File: src/rtl/core/hmbp_pkg.sv
// Package for the HTTP message byte parser: payload types, state codes and
// character class helpers. No dependencies.
package hmbp_pkg;

  localparam int LEN_BITS = 32;

  typedef struct packed {
    logic [7:0] data_byte;
    logic       restart;
  } in_item_t;

  typedef struct packed {
    logic [1:0] parse_status;
    logic [7:0] out_byte;
    logic [2:0] byte_kind;
    logic       entry_done;
    logic [7:0] major_version;
    logic [7:0] minor_version;
    logic [9:0] status_code;
    logic [1:0] phase;
    logic       body_chunked;
  } out_item_t;

  typedef enum logic [5:0] {
    S_METHOD_START, S_METHOD, S_URI,
    S_RQ_H, S_RQ_T1, S_RQ_T2, S_RQ_P, S_RQ_SLASH,
    S_RQ_MAJ0, S_RQ_MAJ, S_RQ_MIN0, S_RQ_MIN, S_RQ_LF,
    S_RS_H, S_RS_T1, S_RS_T2, S_RS_P, S_RS_SLASH,
    S_RS_MAJ0, S_RS_MAJ, S_RS_MIN0, S_RS_MIN,
    S_RS_CODE0, S_RS_CODE, S_RS_TEXT0, S_RS_TEXT, S_RS_LF,
    S_HL_START, S_HL_LWS, S_H_NAME, S_H_SPACE, S_H_VALUE, S_H_LF, S_END_LF,
    S_CK_LEN0, S_CK_LEN, S_CK_LF, S_CK_DATA, S_CK_DATA_LF, S_CK_TRAIL,
    S_CK_END_LF, S_FIXED
  } pstate_t;

  localparam logic [1:0] HK_OTHER = 2'd0;
  localparam logic [1:0] HK_TE    = 2'd1;
  localparam logic [1:0] HK_CL    = 2'd2;

  localparam logic [1:0] FIN_RUN  = 2'd0;
  localparam logic [1:0] FIN_DONE = 2'd1;
  localparam logic [1:0] FIN_BAD  = 2'd2;

  localparam logic [2:0] BK_NONE   = 3'd0;
  localparam logic [2:0] BK_METHOD = 3'd1;
  localparam logic [2:0] BK_URI    = 3'd2;
  localparam logic [2:0] BK_TEXT   = 3'd3;
  localparam logic [2:0] BK_HNAME  = 3'd4;
  localparam logic [2:0] BK_HVALUE = 3'd5;
  localparam logic [2:0] BK_BODY   = 3'd6;

  localparam logic [7:0] CH_CR = 8'h0d;
  localparam logic [7:0] CH_LF = 8'h0a;

  function automatic logic is_ctl(input logic [7:0] b);
    return (b < 8'd32) || (b == 8'd127);
  endfunction

  function automatic logic is_dec_digit(input logic [7:0] b);
    return (b >= "0") && (b <= "9");
  endfunction

  function automatic logic is_token(input logic [7:0] b);
    logic sep;
    sep = (b == "(") || (b == ")") || (b == "<") || (b == "@") || (b == ",") ||
          (b == ";") || (b == ":") || (b == "\\") || (b == "\"") || (b == "/") ||
          (b == "[") || (b == "]") || (b == "?") || (b == "=") || (b == "{") ||
          (b == "}") || (b == " ") || (b == 8'h09);
    return !b[7] && !is_ctl(b) && !sep;
  endfunction

  function automatic logic [7:0] lower(input logic [7:0] b);
    return ((b >= "A") && (b <= "Z")) ? (b + 8'd32) : b;
  endfunction

  function automatic logic [7:0] http_char(input logic [2:0] i);
    logic [7:0] c;
    case (i)
      3'd0:    c = "H";
      3'd1:    c = "T";
      3'd2:    c = "T";
      3'd3:    c = "P";
      default: c = "/";
    endcase
    return c;
  endfunction

  function automatic logic [7:0] te_char(input logic [4:0] i);
    logic [7:0] c;
    case (i)
      5'd0: c = "t"; 5'd1: c = "r"; 5'd2: c = "a"; 5'd3: c = "n";
      5'd4: c = "s"; 5'd5: c = "f"; 5'd6: c = "e"; 5'd7: c = "r";
      5'd8: c = "-"; 5'd9: c = "e"; 5'd10: c = "n"; 5'd11: c = "c";
      5'd12: c = "o"; 5'd13: c = "d"; 5'd14: c = "i"; 5'd15: c = "n";
      5'd16: c = "g";
      default: c = 8'h00;
    endcase
    return c;
  endfunction

  function automatic logic [7:0] cl_char(input logic [4:0] i);
    logic [7:0] c;
    case (i)
      5'd0: c = "c"; 5'd1: c = "o"; 5'd2: c = "n"; 5'd3: c = "t";
      5'd4: c = "e"; 5'd5: c = "n"; 5'd6: c = "t"; 5'd7: c = "-";
      5'd8: c = "l"; 5'd9: c = "e"; 5'd10: c = "n"; 5'd11: c = "g";
      5'd12: c = "t"; 5'd13: c = "h";
      default: c = 8'h00;
    endcase
    return c;
  endfunction

  function automatic logic [7:0] chunked_char(input logic [2:0] i);
    logic [7:0] c;
    case (i)
      3'd0: c = "c"; 3'd1: c = "h"; 3'd2: c = "u"; 3'd3: c = "n";
      3'd4: c = "k"; 3'd5: c = "e"; 3'd6: c = "d";
      default: c = 8'h00;
    endcase
    return c;
  endfunction

endpackage

File: src/rtl/core/hmbp_out_buf.sv
// Two-entry output buffer (skid) for result items of the HTTP parser.
// Depends on hmbp_pkg for the result item type.
module hmbp_out_buf (
  input  logic               clk,
  input  logic               rst_n,
  input  logic               push,
  input  hmbp_pkg::out_item_t push_item,
  output logic               can_push,
  output logic               out_valid,
  input  logic               out_ready,
  output hmbp_pkg::out_item_t out_item
);
  import hmbp_pkg::*;

  out_item_t main_r, skid_r;
  logic      main_v_r, skid_v_r;

  assign out_valid = main_v_r;
  assign out_item  = main_r;
  assign can_push  = !skid_v_r;

  // Advance main from skid or the new item; park in skid while stalled
  always_ff @(posedge clk) begin
    if (!rst_n) begin
      main_v_r <= 1'b0;
      skid_v_r <= 1'b0;
    end else begin
      if (!main_v_r || out_ready) begin
        if (skid_v_r) begin
          main_r   <= skid_r;
          main_v_r <= 1'b1;
          skid_v_r <= 1'b0;
          if (push) begin
            skid_r   <= push_item;
            skid_v_r <= 1'b1;
          end
        end else begin
          main_v_r <= push;
          if (push) main_r <= push_item;
        end
      end else if (push) begin
        skid_r   <= push_item;
        skid_v_r <= 1'b1;
      end
    end
  end

`ifndef NO_ASSERTIONS
  a_no_push_full: assert property (@(posedge clk) disable iff (!rst_n)
    push |-> can_push) else $error("push into full buffer");
  a_skid_needs_main: assert property (@(posedge clk) disable iff (!rst_n)
    skid_v_r |-> main_v_r) else $error("skid holds item without main");
  a_stall_keeps: assert property (@(posedge clk) disable iff (!rst_n)
    (main_v_r && !out_ready) |=> main_v_r) else $error("stalled item lost");
`endif
endmodule

File: src/rtl/core/http_message_byte_parser_top.sv
// Top level of the HTTP/1.x message byte parser: parse state machine and
// result buffer. Depends on hmbp_pkg and hmbp_out_buf.
//
// channel | ports                         | payload
// input   | in_valid, in_ready, in_item   | data_byte, restart
// result  | out_valid, out_ready, out_item| status, tagged byte, fields
// config  | cfg_we, cfg_wdata             | message_kind
//
// One byte per cycle: a byte is parsed in the cycle it is accepted and its
// result is registered into a two-entry buffer.
// in_ready falls only while both buffer entries are full.
// Reset (synchronous rst_n) selects request parsing at method start.
// The 32-bit length counter update is the longest path (multiply by ten).
module http_message_byte_parser_top (
  input  logic                 clk,
  input  logic                 rst_n,
  input  logic                 in_valid,
  output logic                 in_ready,
  input  hmbp_pkg::in_item_t   in_item,
  output logic                 out_valid,
  input  logic                 out_ready,
  output hmbp_pkg::out_item_t  out_item,
  input  logic                 cfg_we,
  input  logic                 cfg_wdata
);
  import hmbp_pkg::*;

  logic                kind_r;
  pstate_t             st_r, st_nxt;
  logic [LEN_BITS-1:0] rem_r, rem_nxt;
  logic [7:0]          maj_r, maj_nxt, min_r, min_nxt;
  logic [9:0]          stat_r, stat_nxt;
  logic [1:0]          phase_r, phase_nxt;
  logic                seen_r, seen_nxt;
  logic [4:0]          nidx_r, nidx_nxt;
  logic [1:0]          ncand_r, ncand_nxt;
  logic [1:0]          hk_r, hk_nxt;
  logic [2:0]          tidx_r, tidx_nxt;
  logic [1:0]          tph_r, tph_nxt;
  logic                chk_r, chk_nxt;
  logic                lseen_r, lseen_nxt;
  logic [LEN_BITS-1:0] lval_r, lval_nxt;
  logic [1:0]          lph_r, lph_nxt;
  logic [1:0]          fin_r, fin_nxt;

  logic      accept, can_push;
  out_item_t res;

  assign in_ready = can_push;
  assign accept   = in_valid && in_ready;

  // Configuration register
  always_ff @(posedge clk) begin
    if (!rst_n) kind_r <= 1'b0;
    else if (cfg_we) kind_r <= cfg_wdata;
  end

  // Parser state registers
  always_ff @(posedge clk) begin
    if (!rst_n) begin
      st_r <= S_METHOD_START; rem_r <= '0; maj_r <= '0; min_r <= '0;
      stat_r <= '0; phase_r <= '0; seen_r <= 1'b0; nidx_r <= '0;
      ncand_r <= 2'b11; hk_r <= HK_OTHER; tidx_r <= '0; tph_r <= '0;
      chk_r <= 1'b0; lseen_r <= 1'b0; lval_r <= '0; lph_r <= '0;
      fin_r <= FIN_RUN;
    end else if (accept) begin
      st_r <= st_nxt; rem_r <= rem_nxt; maj_r <= maj_nxt; min_r <= min_nxt;
      stat_r <= stat_nxt; phase_r <= phase_nxt; seen_r <= seen_nxt;
      nidx_r <= nidx_nxt; ncand_r <= ncand_nxt; hk_r <= hk_nxt;
      tidx_r <= tidx_nxt; tph_r <= tph_nxt; chk_r <= chk_nxt;
      lseen_r <= lseen_nxt; lval_r <= lval_nxt; lph_r <= lph_nxt;
      fin_r <= fin_nxt;
    end
  end

  // Next state and result for one byte
  always_comb begin
    logic [7:0]  b;
    logic [2:0]  bk;
    logic        done, fail;
    pstate_t     go;
    logic        go_en;
    logic [3:0]  d;
    logic [4:0]  hv;
    logic        hex_ok;
    logic [11:0] sat;
    logic [13:0] scode;
    logic [3:0]  tmp4;
    logic        tend;
    logic [LEN_BITS+3:0] lprod;

    b = in_item.data_byte;
    bk = BK_NONE; done = 1'b0; fail = 1'b0; go = st_r; go_en = 1'b0;
    tmp4 = b[3:0];
    d = tmp4;
    hex_ok = 1'b1;
    if (is_dec_digit(b)) hv = {1'b0, b[3:0]};
    else if ((b >= "a" && b <= "f") || (b >= "A" && b <= "F"))
      hv = {1'b0, b[3:0]} + 5'd9;
    else begin
      hv = '0; hex_ok = 1'b0;
    end
    sat = 12'd0; scode = 14'd0; tend = 1'b0;
    // Length times ten plus digit; any bit above the length width is overflow
    lprod = {4'd0, lval_r} * (LEN_BITS+4)'(10) + (LEN_BITS+4)'(d);

    st_nxt = st_r; rem_nxt = rem_r; maj_nxt = maj_r; min_nxt = min_r;
    stat_nxt = stat_r; phase_nxt = phase_r; seen_nxt = seen_r;
    nidx_nxt = nidx_r; ncand_nxt = ncand_r; hk_nxt = hk_r; tidx_nxt = tidx_r;
    tph_nxt = tph_r; chk_nxt = chk_r; lseen_nxt = lseen_r; lval_nxt = lval_r;
    lph_nxt = lph_r; fin_nxt = fin_r;

    if (in_item.restart) begin
      st_nxt = kind_r ? S_RS_H : S_METHOD_START;
      rem_nxt = '0; maj_nxt = '0; min_nxt = '0; stat_nxt = '0; phase_nxt = '0;
      seen_nxt = 1'b0; nidx_nxt = '0; ncand_nxt = 2'b11; hk_nxt = HK_OTHER;
      tidx_nxt = '0; tph_nxt = '0; chk_nxt = 1'b0; lseen_nxt = 1'b0;
      lval_nxt = '0; lph_nxt = '0; fin_nxt = FIN_RUN;
    end else if (fin_r == FIN_RUN) begin
      case (st_r)
        S_METHOD_START: begin
          if (is_token(b)) begin bk = BK_METHOD; go = S_METHOD; go_en = 1'b1; end
          else fail = 1'b1;
        end
        S_METHOD: begin
          if (b == " ") begin go = S_URI; go_en = 1'b1; end
          else if (is_token(b)) bk = BK_METHOD;
          else fail = 1'b1;
        end
        S_URI: begin
          if (b == " ") begin go = S_RQ_H; go_en = 1'b1; end
          else if (is_ctl(b)) fail = 1'b1;
          else bk = BK_URI;
        end
        S_RQ_H, S_RQ_T1, S_RQ_T2, S_RQ_P, S_RQ_SLASH: begin
          if (b == http_char(3'(st_r - S_RQ_H))) begin
            go = pstate_t'(st_r + 6'd1); go_en = 1'b1;
          end else fail = 1'b1;
        end
        S_RS_H, S_RS_T1, S_RS_T2, S_RS_P, S_RS_SLASH: begin
          if (b == http_char(3'(st_r - S_RS_H))) begin
            go = pstate_t'(st_r + 6'd1); go_en = 1'b1;
          end else fail = 1'b1;
        end
        S_RQ_MAJ0, S_RS_MAJ0: begin
          if (is_dec_digit(b)) begin
            maj_nxt = {4'd0, d}; go = pstate_t'(st_r + 6'd1); go_en = 1'b1;
          end else fail = 1'b1;
        end
        S_RQ_MAJ, S_RS_MAJ: begin
          if (b == ".") begin go = pstate_t'(st_r + 6'd1); go_en = 1'b1; end
          else if (is_dec_digit(b)) begin
            sat = {4'd0, maj_r} * 12'd10 + {8'd0, d};
            maj_nxt = (sat > 12'd255) ? 8'd255 : sat[7:0];
          end else fail = 1'b1;
        end
        S_RQ_MIN0, S_RS_MIN0: begin
          if (is_dec_digit(b)) begin
            min_nxt = {4'd0, d}; go = pstate_t'(st_r + 6'd1); go_en = 1'b1;
          end else fail = 1'b1;
        end
        S_RQ_MIN, S_RS_MIN: begin
          if ((st_r == S_RQ_MIN && b == CH_CR) || (st_r == S_RS_MIN && b == " ")) begin
            go = (st_r == S_RQ_MIN) ? S_RQ_LF : S_RS_CODE0; go_en = 1'b1;
          end else if (is_dec_digit(b)) begin
            sat = {4'd0, min_r} * 12'd10 + {8'd0, d};
            min_nxt = (sat > 12'd255) ? 8'd255 : sat[7:0];
          end else fail = 1'b1;
        end
        S_RS_CODE0: begin
          if (is_dec_digit(b)) begin
            stat_nxt = {6'd0, d}; go = S_RS_CODE; go_en = 1'b1;
          end else fail = 1'b1;
        end
        S_RS_CODE: begin
          if (b == " ") begin go = S_RS_TEXT0; go_en = 1'b1; end
          else if (is_dec_digit(b)) begin
            scode = {4'd0, stat_r} * 14'd10 + {10'd0, d};
            stat_nxt = (scode > 14'd999) ? 10'd999 : scode[9:0];
          end else fail = 1'b1;
        end
        S_RS_TEXT0, S_RS_TEXT: begin
          if (b == CH_CR) begin done = 1'b1; go = S_RS_LF; go_en = 1'b1; end
          else if (!b[7]) begin bk = BK_TEXT; go = S_RS_TEXT; go_en = 1'b1; end
          else fail = 1'b1;
        end
        S_RQ_LF, S_RS_LF, S_H_LF: begin
          if (b == CH_LF) begin go = S_HL_START; go_en = 1'b1; end
          else fail = 1'b1;
        end
        S_HL_START: begin
          if (b == CH_CR) begin go = S_END_LF; go_en = 1'b1; end
          else if (seen_r && (b == " " || b == 8'h09)) begin
            go = S_HL_LWS; go_en = 1'b1;
          end else if (is_token(b)) begin
            ncand_nxt = {lower(b) == cl_char(5'd0), lower(b) == te_char(5'd0)};
            nidx_nxt = 5'd1;
            bk = BK_HNAME; go = S_H_NAME; go_en = 1'b1;
          end else fail = 1'b1;
        end
        S_HL_LWS: begin
          if (b == CH_CR) begin go = S_H_LF; go_en = 1'b1; end
          else if (b == " " || b == 8'h09) begin end
          else if (is_ctl(b)) fail = 1'b1;
          else begin hk_nxt = HK_OTHER; bk = BK_HVALUE; go = S_H_VALUE; go_en = 1'b1; end
        end
        S_H_NAME: begin
          if (b == ":") begin
            hk_nxt = HK_OTHER;
            if (ncand_r[0] && nidx_r == 5'd17) begin
              hk_nxt = HK_TE; tidx_nxt = '0; tph_nxt = '0;
            end else if (ncand_r[1] && nidx_r == 5'd14 && !lseen_r) begin
              hk_nxt = HK_CL; lseen_nxt = 1'b1; lval_nxt = '0; lph_nxt = '0;
            end
            go = S_H_SPACE; go_en = 1'b1;
          end else if (is_token(b)) begin
            ncand_nxt[0] = ncand_r[0] && (nidx_r < 5'd17) && (lower(b) == te_char(nidx_r));
            ncand_nxt[1] = ncand_r[1] && (nidx_r < 5'd14) && (lower(b) == cl_char(nidx_r));
            if (nidx_r < 5'd31) nidx_nxt = nidx_r + 5'd1;
            bk = BK_HNAME;
          end else fail = 1'b1;
        end
        S_H_SPACE: begin
          if (b == " ") begin go = S_H_VALUE; go_en = 1'b1; end
          else fail = 1'b1;
        end
        S_H_VALUE: begin
          if (b == CH_CR) begin
            if (hk_r == HK_TE) tend = 1'b1;
            done = 1'b1; seen_nxt = 1'b1; go = S_H_LF; go_en = 1'b1;
          end else if (is_ctl(b)) fail = 1'b1;
          else begin
            bk = BK_HVALUE;
            if (hk_r == HK_TE) begin
              if (b == ",") tend = 1'b1;
              else begin
                case (tph_r)
                  2'd0: begin
                    if (b != " ") begin
                      if (b == chunked_char(3'd0)) begin tph_nxt = 2'd1; tidx_nxt = 3'd1; end
                      else tph_nxt = 2'd3;
                    end
                  end
                  2'd1: begin
                    if (tidx_r < 3'd7 && b == chunked_char(tidx_r)) tidx_nxt = tidx_r + 3'd1;
                    else if (b == " " && tidx_r == 3'd7) tph_nxt = 2'd2;
                    else tph_nxt = 2'd3;
                  end
                  2'd2: if (b != " ") tph_nxt = 2'd3;
                  default: begin end
                endcase
              end
            end else if (hk_r == HK_CL) begin
              if (is_dec_digit(b)) begin
                if (lph_r[1]) lph_nxt = 2'd3;
                else if (lprod[LEN_BITS+3 -: 4] != 4'd0) lph_nxt = 2'd3;
                else begin
                  lval_nxt = lprod[LEN_BITS-1:0];
                  lph_nxt = 2'd1;
                end
              end else if (b == " ") begin
                if (lph_r == 2'd1) lph_nxt = 2'd2;
              end else lph_nxt = 2'd3;
            end
          end
        end
        S_END_LF: begin
          if (b != CH_LF) fail = 1'b1;
          else if (chk_r) begin go = S_CK_LEN0; go_en = 1'b1; end
          else if (lseen_r) begin
            if (lph_r != 2'd1 && lph_r != 2'd2) fail = 1'b1;
            else if (lval_r == '0) fin_nxt = FIN_DONE;
            else begin rem_nxt = lval_r; go = S_FIXED; go_en = 1'b1; end
          end else fin_nxt = FIN_DONE;
        end
        S_CK_LEN0: begin
          if (hex_ok) begin rem_nxt = LEN_BITS'(hv); go = S_CK_LEN; go_en = 1'b1; end
          else fail = 1'b1;
        end
        S_CK_LEN: begin
          if (b == CH_CR) begin go = S_CK_LF; go_en = 1'b1; end
          else if (hex_ok) begin
            if (rem_r[LEN_BITS-1 -: 4] != 4'd0) fail = 1'b1;
            else rem_nxt = {rem_r[LEN_BITS-5:0], hv[3:0]};
          end else fail = 1'b1;
        end
        S_CK_LF: begin
          if (b == CH_LF) begin
            go = (rem_r != '0) ? S_CK_DATA : S_CK_TRAIL; go_en = 1'b1;
          end else fail = 1'b1;
        end
        S_CK_DATA: begin
          if (rem_r == '0) begin
            if (b == CH_CR) begin go = S_CK_DATA_LF; go_en = 1'b1; end
            else fail = 1'b1;
          end else begin bk = BK_BODY; rem_nxt = rem_r - LEN_BITS'(1); end
        end
        S_CK_DATA_LF: begin
          if (b == CH_LF) begin go = S_CK_LEN0; go_en = 1'b1; end
          else fail = 1'b1;
        end
        S_CK_TRAIL: begin
          if (b == CH_CR) begin go = S_CK_END_LF; go_en = 1'b1; end
          else fail = 1'b1;
        end
        S_CK_END_LF: begin
          if (b == CH_LF) fin_nxt = FIN_DONE;
          else fail = 1'b1;
        end
        S_FIXED: begin
          bk = BK_BODY;
          if (rem_r > LEN_BITS'(1)) rem_nxt = rem_r - LEN_BITS'(1);
          else begin rem_nxt = '0; fin_nxt = FIN_DONE; end
        end
        default: fail = 1'b1;
      endcase

      // Close a Transfer-Encoding token
      if (tend) begin
        if ((tph_r == 2'd1 && tidx_r == 3'd7) || tph_r == 2'd2) chk_nxt = 1'b1;
        tph_nxt = '0; tidx_nxt = '0;
      end

      // Advance state and phase
      if (go_en) begin
        st_nxt = go;
        if (go == S_HL_START && phase_r == 2'd0) phase_nxt = 2'd1;
        if ((go == S_CK_LEN0 || go == S_FIXED) && phase_r == 2'd1) phase_nxt = 2'd2;
      end
      if (fail) fin_nxt = FIN_BAD;
    end

    res.parse_status  = fin_nxt;
    res.out_byte      = (bk != BK_NONE) ? b : 8'd0;
    res.byte_kind     = bk;
    res.entry_done    = done;
    res.major_version = maj_nxt;
    res.minor_version = min_nxt;
    res.status_code   = stat_nxt;
    res.phase         = phase_nxt;
    res.body_chunked  = chk_nxt;
  end

  hmbp_out_buf u_buf (
    .clk      (clk),
    .rst_n    (rst_n),
    .push     (accept),
    .push_item(res),
    .can_push (can_push),
    .out_valid(out_valid),
    .out_ready(out_ready),
    .out_item (out_item)
  );

`ifndef NO_ASSERTIONS
  a_held: assert property (@(posedge clk) disable iff (!rst_n)
    (accept && fin_r != FIN_RUN && !in_item.restart) |=> $stable(fin_r))
    else $error("finished parser left its final status");
  a_restart: assert property (@(posedge clk) disable iff (!rst_n)
    (accept && in_item.restart) |=> (fin_r == FIN_RUN && phase_r == 2'd0))
    else $error("restart did not clear parser");
  a_phase: assert property (@(posedge clk) disable iff (!rst_n)
    phase_r != 2'd3) else $error("phase code out of range");
`endif
endmodule
File: config.mk
export PLATFORM = sky130hd
export DESIGN_NAME = http_message_byte_parser_top
export DESIGN_NICKNAME = d
export VERILOG_FILES = /design/src/rtl/core/hmbp_pkg.sv /design/src/rtl/core/hmbp_out_buf.sv /design/src/rtl/core/http_message_byte_parser_top.sv
export SDC_FILE = /design/constraint.sdc
export NUM_CORES = 1
export LEC_CHECK = 0
export ABC_AREA = 1
export BUFFER_PORTS_ARGS = -buffer_cell sky130_fd_sc_hd__buf_4
export CORE_MARGIN = 2
export CORE_UTILIZATION = 55
export DETAILED_ROUTE_END_ITERATION = 10
export GPL_TIMING_DRIVEN = 0
export PLACE_DENSITY = 0.82
export REMOVE_ABC_BUFFERS = 1
export SYNTH_ARGS = -nofsm -noshare
export SYNTH_HDL_FRONTEND = slang
export SYNTH_SLANG_ARGS = --single-unit
File: constraint.sdc
create_clock -name clk -period 13.4 [get_ports clk]
set_clock_uncertainty 0.05 [all_clocks]
set_input_delay 0.67 -clock clk [delete_from_list [all_inputs] [get_ports clk]]
set_output_delay 0.67 -clock clk [all_outputs]
set_load 0.02 [all_outputs]
Word level (Yosys, flattened, before mapping)

Memories as Yosys holds them, arrays and structs flattened. A register that Yosys moved wholly into a read port is not among the register bits.
Index checks and enable logic that the tools add are counted.

Output and inout bits: 45
Memories: 2
Bits of input ports: 15
Logic and storage cells: 655
ROM bits: 336
Register bits after elaboration: 208

Add/sub/neg operators: 12
Multiplexer cells: 329
$mul: 4
Equality and inequality tests: 144
Magnitude comparators: 16
Reductions and logical operators: 110

Memory list:

| memory           | words | width | read ports | clocked after Yosys merged registers in | wr ports | line            | text |
|---|---|---|---|---|---|---|---|
| (name not given) | 32    | 7     | 1          | 1                                       | 0        | hmbp_pkg.sv:90  | `case (i)` |
| (name not given) | 16    | 7     | 1          | 1                                       | 0        | hmbp_pkg.sv:103 | `case (i)` |

Operators with widths:

| cell                                                | number |
|---|---|
| 2-to-1 mux 32 bit                                   | 25 |
| 2-to-1 mux 8 bit                                    | 39 |
| 2-to-1 mux 6 bit                                    | 39 |
| 2-to-1 mux 43 bit                                   | 5 |
| case mux 32 bit (5 select lines)                    | 1 |
| case mux 6 bit (24 select lines)                    | 1 |
| 2-to-1 mux 2 bit                                    | 62 |
| equality test 6 x 5 -> 1 bit, second input constant | 17 |
| equality test 8 x 6 -> 1 bit, second input constant | 12 |
| 2-to-1 mux 1 bit                                    | 92 |
| != test 3 bit, second input constant                | 29 |
| equality test 8 x 7 -> 1 bit, second input constant | 10 |
| equality test 6 bit, second input constant          | 12 |
| 2-to-1 mux 3 bit                                    | 24 |
| 2-to-1 mux 5 bit                                    | 13 |
| zero test 32 bit                                    | 2 |
| case mux 32 bit (2 select lines)                    | 1 |
| 2-to-1 mux 10 bit                                   | 6 |
| AND reduction 13 bit                                | 4 |
| case mux 7 bit (7 select lines)                     | 1 |
| equality test 6 x 4 -> 1 bit, second input constant | 8 |
| case mux 7 bit (3 select lines)                     | 2 |
| equality test 8 bit                                 | 5 |
| adder 36 x 4 -> 36 bit                              | 1 |
| 76 further kinds                                    | 204 |

Logic depth before layout (Yosys ltp)

Word-level depth: 36
Mapped depth: 29
Mapped depth without buffers: 27

Hierarchy

A second synthesis with hierarchy kept.

Cells, all modules: 3,166
Area, all modules: 20,156.8 µm²

Modules (own cells, without submodules):

| module                       | area an instance (µm²) | seq. area each (µm²) | times used | cells an instance |
|---|---|---|---|---|
| http_message_byte_parser_top | 16,898.7               | 2,682.6              | 1          | 2,925 |
| hmbp_out_buf                 | 3,258.1                | 2,622.5              | 1          | 241 |

Worst setup path before layout

No wires, ideal clock.

Path kind: input-to-reg
From: input in_valid
To: register u_buf.skid_r[0] (netlist name) (enable)
Buffers on the path: 0
Library setup time: 0.497 ns
Cell stages on the path: 4
Arrival time: 4.103 ns
Data required time: 12.853 ns
Path slack: 8.750 ns
Path through: inv_1 -> nor2_1 -> inv_1 -> nor3_1

RTL lines:

| element              | line                               | text |
|---|---|---|
| start, declared      | http_message_byte_parser_top.sv:17 | `input logic in_valid,` |
| end signal, assigned | hmbp_out_buf.sv:34                 | `skid_r <= push_item;` |
| end signal, assigned | hmbp_out_buf.sv:42                 | `skid_r <= push_item;` |
| end, declared        | hmbp_out_buf.sv:15                 | `out_item_t main_r, skid_r;` |

Worst setup path in the final report

From: register st_r[0]
To: register rem_r[23]

Cells in the longest elaborated chain, start to end: 4
Elaborated cells on any way between the ends: 20
Classes of those cells: eq/ne: 15; mux: 3; reduce/logical: 2

RTL lines:

| element                          | line                                | text |
|---|---|---|
| start, declared                  | http_message_byte_parser_top.sv:29  | `pstate_t st_r, st_nxt;` |
| start signal, assigned           | http_message_byte_parser_top.sv:67  | `st_r <= st_nxt; rem_r <= rem_nxt; maj_r <= maj_nxt; min_r <= min_nxt;` |
| equality test 6 bit              | http_message_byte_parser_top.sv:120 | `case (st_r)` |
| case mux 32 bit (5 select lines) | http_message_byte_parser_top.sv:120 |  |
| 2-to-1 mux 32 bit                | http_message_byte_parser_top.sv:119 | `end else if (fin_r == FIN_RUN) begin` |
| 2-to-1 mux 32 bit                | http_message_byte_parser_top.sv:113 | `if (in_item.restart) begin` |
| end signal, assigned             | http_message_byte_parser_top.sv:67  |  |
| end, declared                    | http_message_byte_parser_top.sv:30  | `logic [LEN_BITS-1:0] rem_r, rem_nxt;` |

Parallel ways exist; a longest one is shown, timed or not. The select of a mux whose other input is x is not followed.
A chain may end at the register's enable or synchronous reset.

==> results.yml <==
synth:
  ys.flop_type: "dfxtp_1"
  synthArstFlopShare_pct: 0
  synth_edf_count: 86
  seq_area_frac_synth_pct: 26.6
  synth_warnings: 0
  ys_types: 63
  synth_area_um2: 20000
  synthCells: 3084
  synth.avg_cell_area_um2: 6.48
  synth_seq_cells: 222
power_and_ir_drop:
  vdd_ir_drop_max_v: 0.000131
  p_leak_uw: 0.0101
  powerDensity_nw_per_um2: 92.8
placement:
  dp_slack_ns: 7.60
  hpwl_mm: 50.8
  port_buffers: 59
  gp_congestion: 1.02
global_routing:
  grt.met3_usage_pct: 4.67
  overflow: 0
  grt_usage_pct: 34.7
  antenna_found_initial: 0
  busiest_layer: "met2"
  grt.met1_usage_pct: 43.7
  grt_pass1_vias: 20000
  gr-usage-met2_pct: 59.8
  grt_pass1_wl_mm: 106
  grt_max_degree: 88
cts:
  cts.sinks: 222
  cts_tree: "built"
  cts.repair.resized: 0
  clock_latency_ns: 0.56
  clk_path_buf_depth: 3
  cts_post_setup_buffers_inserted: 0
  numCtsBuffers: 26
  cts_max_level: 1
  clkTransAtPathRegs_ns: 0.06
  cts_hold_buf: 0
  cts-root-buf: "clkbuf_16"
drt:
  detail-route-antenna-nets: 0
  drt-pass1-iter-count: 6
  drt_iter0_drc: 2087
  wire_per_inst_um: 18.7
  vias: 21300
  drc: 0
  vias_per_cell: 5.97
  totalWireLength_mm: 66.5
finish:
  diodes: 0
  drive_above_1_share_pct: 5.93
  num-fill-cells: 3378
  num-nets-final: 3256
  seqCellArea_um2: 5310
  area_delta_synth_final_pct: 7.65
  multi_input_area_um2: 12700
worst_setup_path:
  crit_path_frequent_cell: "nand2_1"
  cp-start-kind: "flip-flop"
  cp_max_fo: 33
  worstSetupPathType: "flip-flop to flip-flop"
  cp_data_arrival_time_ns: 6.42
  cp_slowest_cell: "dfxtp_1"
  worstPathCellList: "inv_1 -> ha_1 -> nand2_1 -> nor2_1 -> nor2_1 -> nand2_1 -> inv_2 -> nand2_1 -> o2111ai_1 -> a21oi_1 -> nor2_2 -> inv_1 -> o21ai_0 -> a21oi_1"
  critical_path_required_ns: 13.74
  r2r_slack_ns: 7.32
  cpPeakStageDelay_ns: 0.83
  crit_path_end_kind: "flip-flop"
sta:
  fin_ws_ns: 7.32
  fin_crit_ns: 6.08
  relSlewSlack_pct: 10.3
  fmax_mhz: 164
  fin_setup_tns_ns: 0
  worst_pin_slew_ns: 1.34
  setup_violations: 0
  rsz0062_at_grt: "false"
  final-hold-violation-count: 0
  period_share_pct: 45.4
  slew_viol_final: 0
job:
  maxCapViolations: 0
die:
  initial_utilization_pct: 56.0
  coreArea_um2: 35700
  rows: 69
  pin_count: 60
  die_w_um: 195
  fp.dieArea_um2: 37900
  die_y_um: 195
worst_hold_path:
  holdCritPathClass: "primary input to flip-flop"
status:
  status: "complete, no violations"
metal layers:
| metal | up-vias | part of all wire [%] |
|---|---|---|
| met5 | - | 0 |
| met3 | 198 | 7.9 |
| met4 | 0 | 4.3 |
| met2 | 991 | 47 |
| li1 | 10300 | - |
| met1 | 9813 | 41 |
power by group:
part	switching, uW	total, uW	internal [uW]
Combinational	350	518	168
Clock	290	695	405
Sequential	44.9	783	738
state kept, by name (all words and copies together), names as in the netlist, 2 cells and up, named ones only:
register        count
u_buf.out_item     43
u_buf.skid_r       43
lval_r             32
rem_r              32
stat_r             10
maj_r               8
min_r               8
st_r                6
nidx_r              5
tidx_r              3
fin_r               2
hk_r                2
lph_r               2
ncand_r             2
phase_r             2
tph_r               2
cell usage after synthesis, types with 6 or more instances:
master	instances	area [um2]
a211oi_1	12	90.1
nand3_1	214	1070
clkbuf_1	59	221
xnor2_1	21	184
buf_6	7	78.8
o221ai_1	25	219
o22ai_1	6	37.5
o31ai_1	8	60.1
o211ai_1	27	203
and2_1	8	50.1
nand4_1	51	319
nor4_1	25	156
ha_1	151	1890
nand2_1	786	2950
edfxtp_1	86	2580
nor2_2	16	100
fa_1	8	160
nor3_1	44	220
buf_2	23	115
o2111ai_1	8	70.1
o21ai_0	212	1060
o21ai_1	10	50.1
inv_2	14	52.6
a21oi_2	7	61.3
nand3_2	7	70.1
nor2_1	357	1340
dfxtp_1	136	2720
xor2_1	61	534
nand2_2	8	50.1
a21oi_1	189	946
a31oi_1	22	138
inv_1	395	1480
or2_2	7	43.8
nand3b_1	15	113
placed cells by master, fill, tap and decap left out, types with 6 or more instances in the layout:
| cell type | Yosys | layout |
|---|---|---|
| clkinv_1 | 2 | 7 |
| or2_2 | 7 | 7 |
| clkbuf_1 | 59 | 8 |
| nand4_1 | 51 | 51 |
| edfxtp_1 | 86 | 86 |
| nand2_2 | 8 | 9 |
| nor4_1 | 25 | 25 |
| xnor2_1 | 21 | 21 |
| inv_2 | 14 | 14 |
| nand3b_1 | 15 | 15 |
| xor2_1 | 61 | 61 |
| nand3_2 | 7 | 7 |
| o221ai_1 | 25 | 25 |
| o21ai_1 | 10 | 10 |
| dfxtp_1 | 136 | 135 |
| a211oi_1 | 12 | 12 |
| nand3_1 | 214 | 214 |
| a21oi_1 | 189 | 188 |
| o31ai_1 | 8 | 8 |
| buf_4 | 5 | 59 |
| o22ai_1 | 6 | 6 |
| o211ai_1 | 27 | 27 |
| clkbuf_16 | 0 | 27 |
| inv_1 | 395 | 395 |
| nor3_2 | 5 | 6 |
| o21ai_0 | 212 | 212 |
| nor2_1 | 357 | 355 |
| and2_1 | 8 | 8 |
| a21oi_2 | 7 | 7 |
| a31oi_1 | 22 | 22 |
| nor2_2 | 16 | 16 |
| ha_1 | 151 | 151 |
| o2111ai_1 | 8 | 8 |
| fa_1 | 8 | 8 |
| nor3_1 | 44 | 43 |
| nand2_1 | 786 | 785 |
cells by family after synthesis:
group,Yosys count,share of synthesized area [%]
buf+inv,508,10.1
simple gates,1553,33.2
flops,222,26.6
fa+ha+maj,159,10.3
compound gates,558,16.1
xor+xnor,84,3.76
through the flow:
| stage | total power [uW] | hold WS (ns) | instance area (um2) | instances | util [%] |
|---|---|---|---|---|---|
| CTS | 1990 | 0.256 | 21500 | 3562 | 60.3 |
| finish | 2000 | 0.269 | 21500 | 3562 | 60.3 |
| floorplan | 1140 | 0.380 | 19500 | 2987 | - |
| global placement | 1280 | 0.396 | 20500 | 3507 | 57.6 |
| global route | 2090 | 0.272 | 21500 | 3562 | 60.3 |
| detailed placement | 1300 | 0.412 | 20700 | 3515 | 58.0 |
worst max-delay path: cells and delay by family, from the launching register on:
family	cells	cell delay, ns
compound gates	4	0.64
buf+inv	3	1.54
fa+ha+maj	1	0.40
flops	1	0.83
simple gates	6	2.41
area by class of cell:
class / count / area share [%]
well taps: 461 / 2.68
repair buffers: 67 / 2.68
clock buffers: 35 / 3.28
inverters: 411 / 7.18
flip-flops and latches: 222 / 24.7
multi-input cells: 2354 / 59.0
clock inverters: 12 / 0.512
worst paths after layout:
path / start / endpoint / cells after the start
setup / recovery: st_r[0] / rem_r[23] / 14
hold / removal: cfg_we / kind_r / 2
setup reg to reg: st_r[0] / rem_r[23] / 14
hold reg to reg: seen_r / seen_r / 2
No activity file was read; power rests on OpenSTA's default activity.
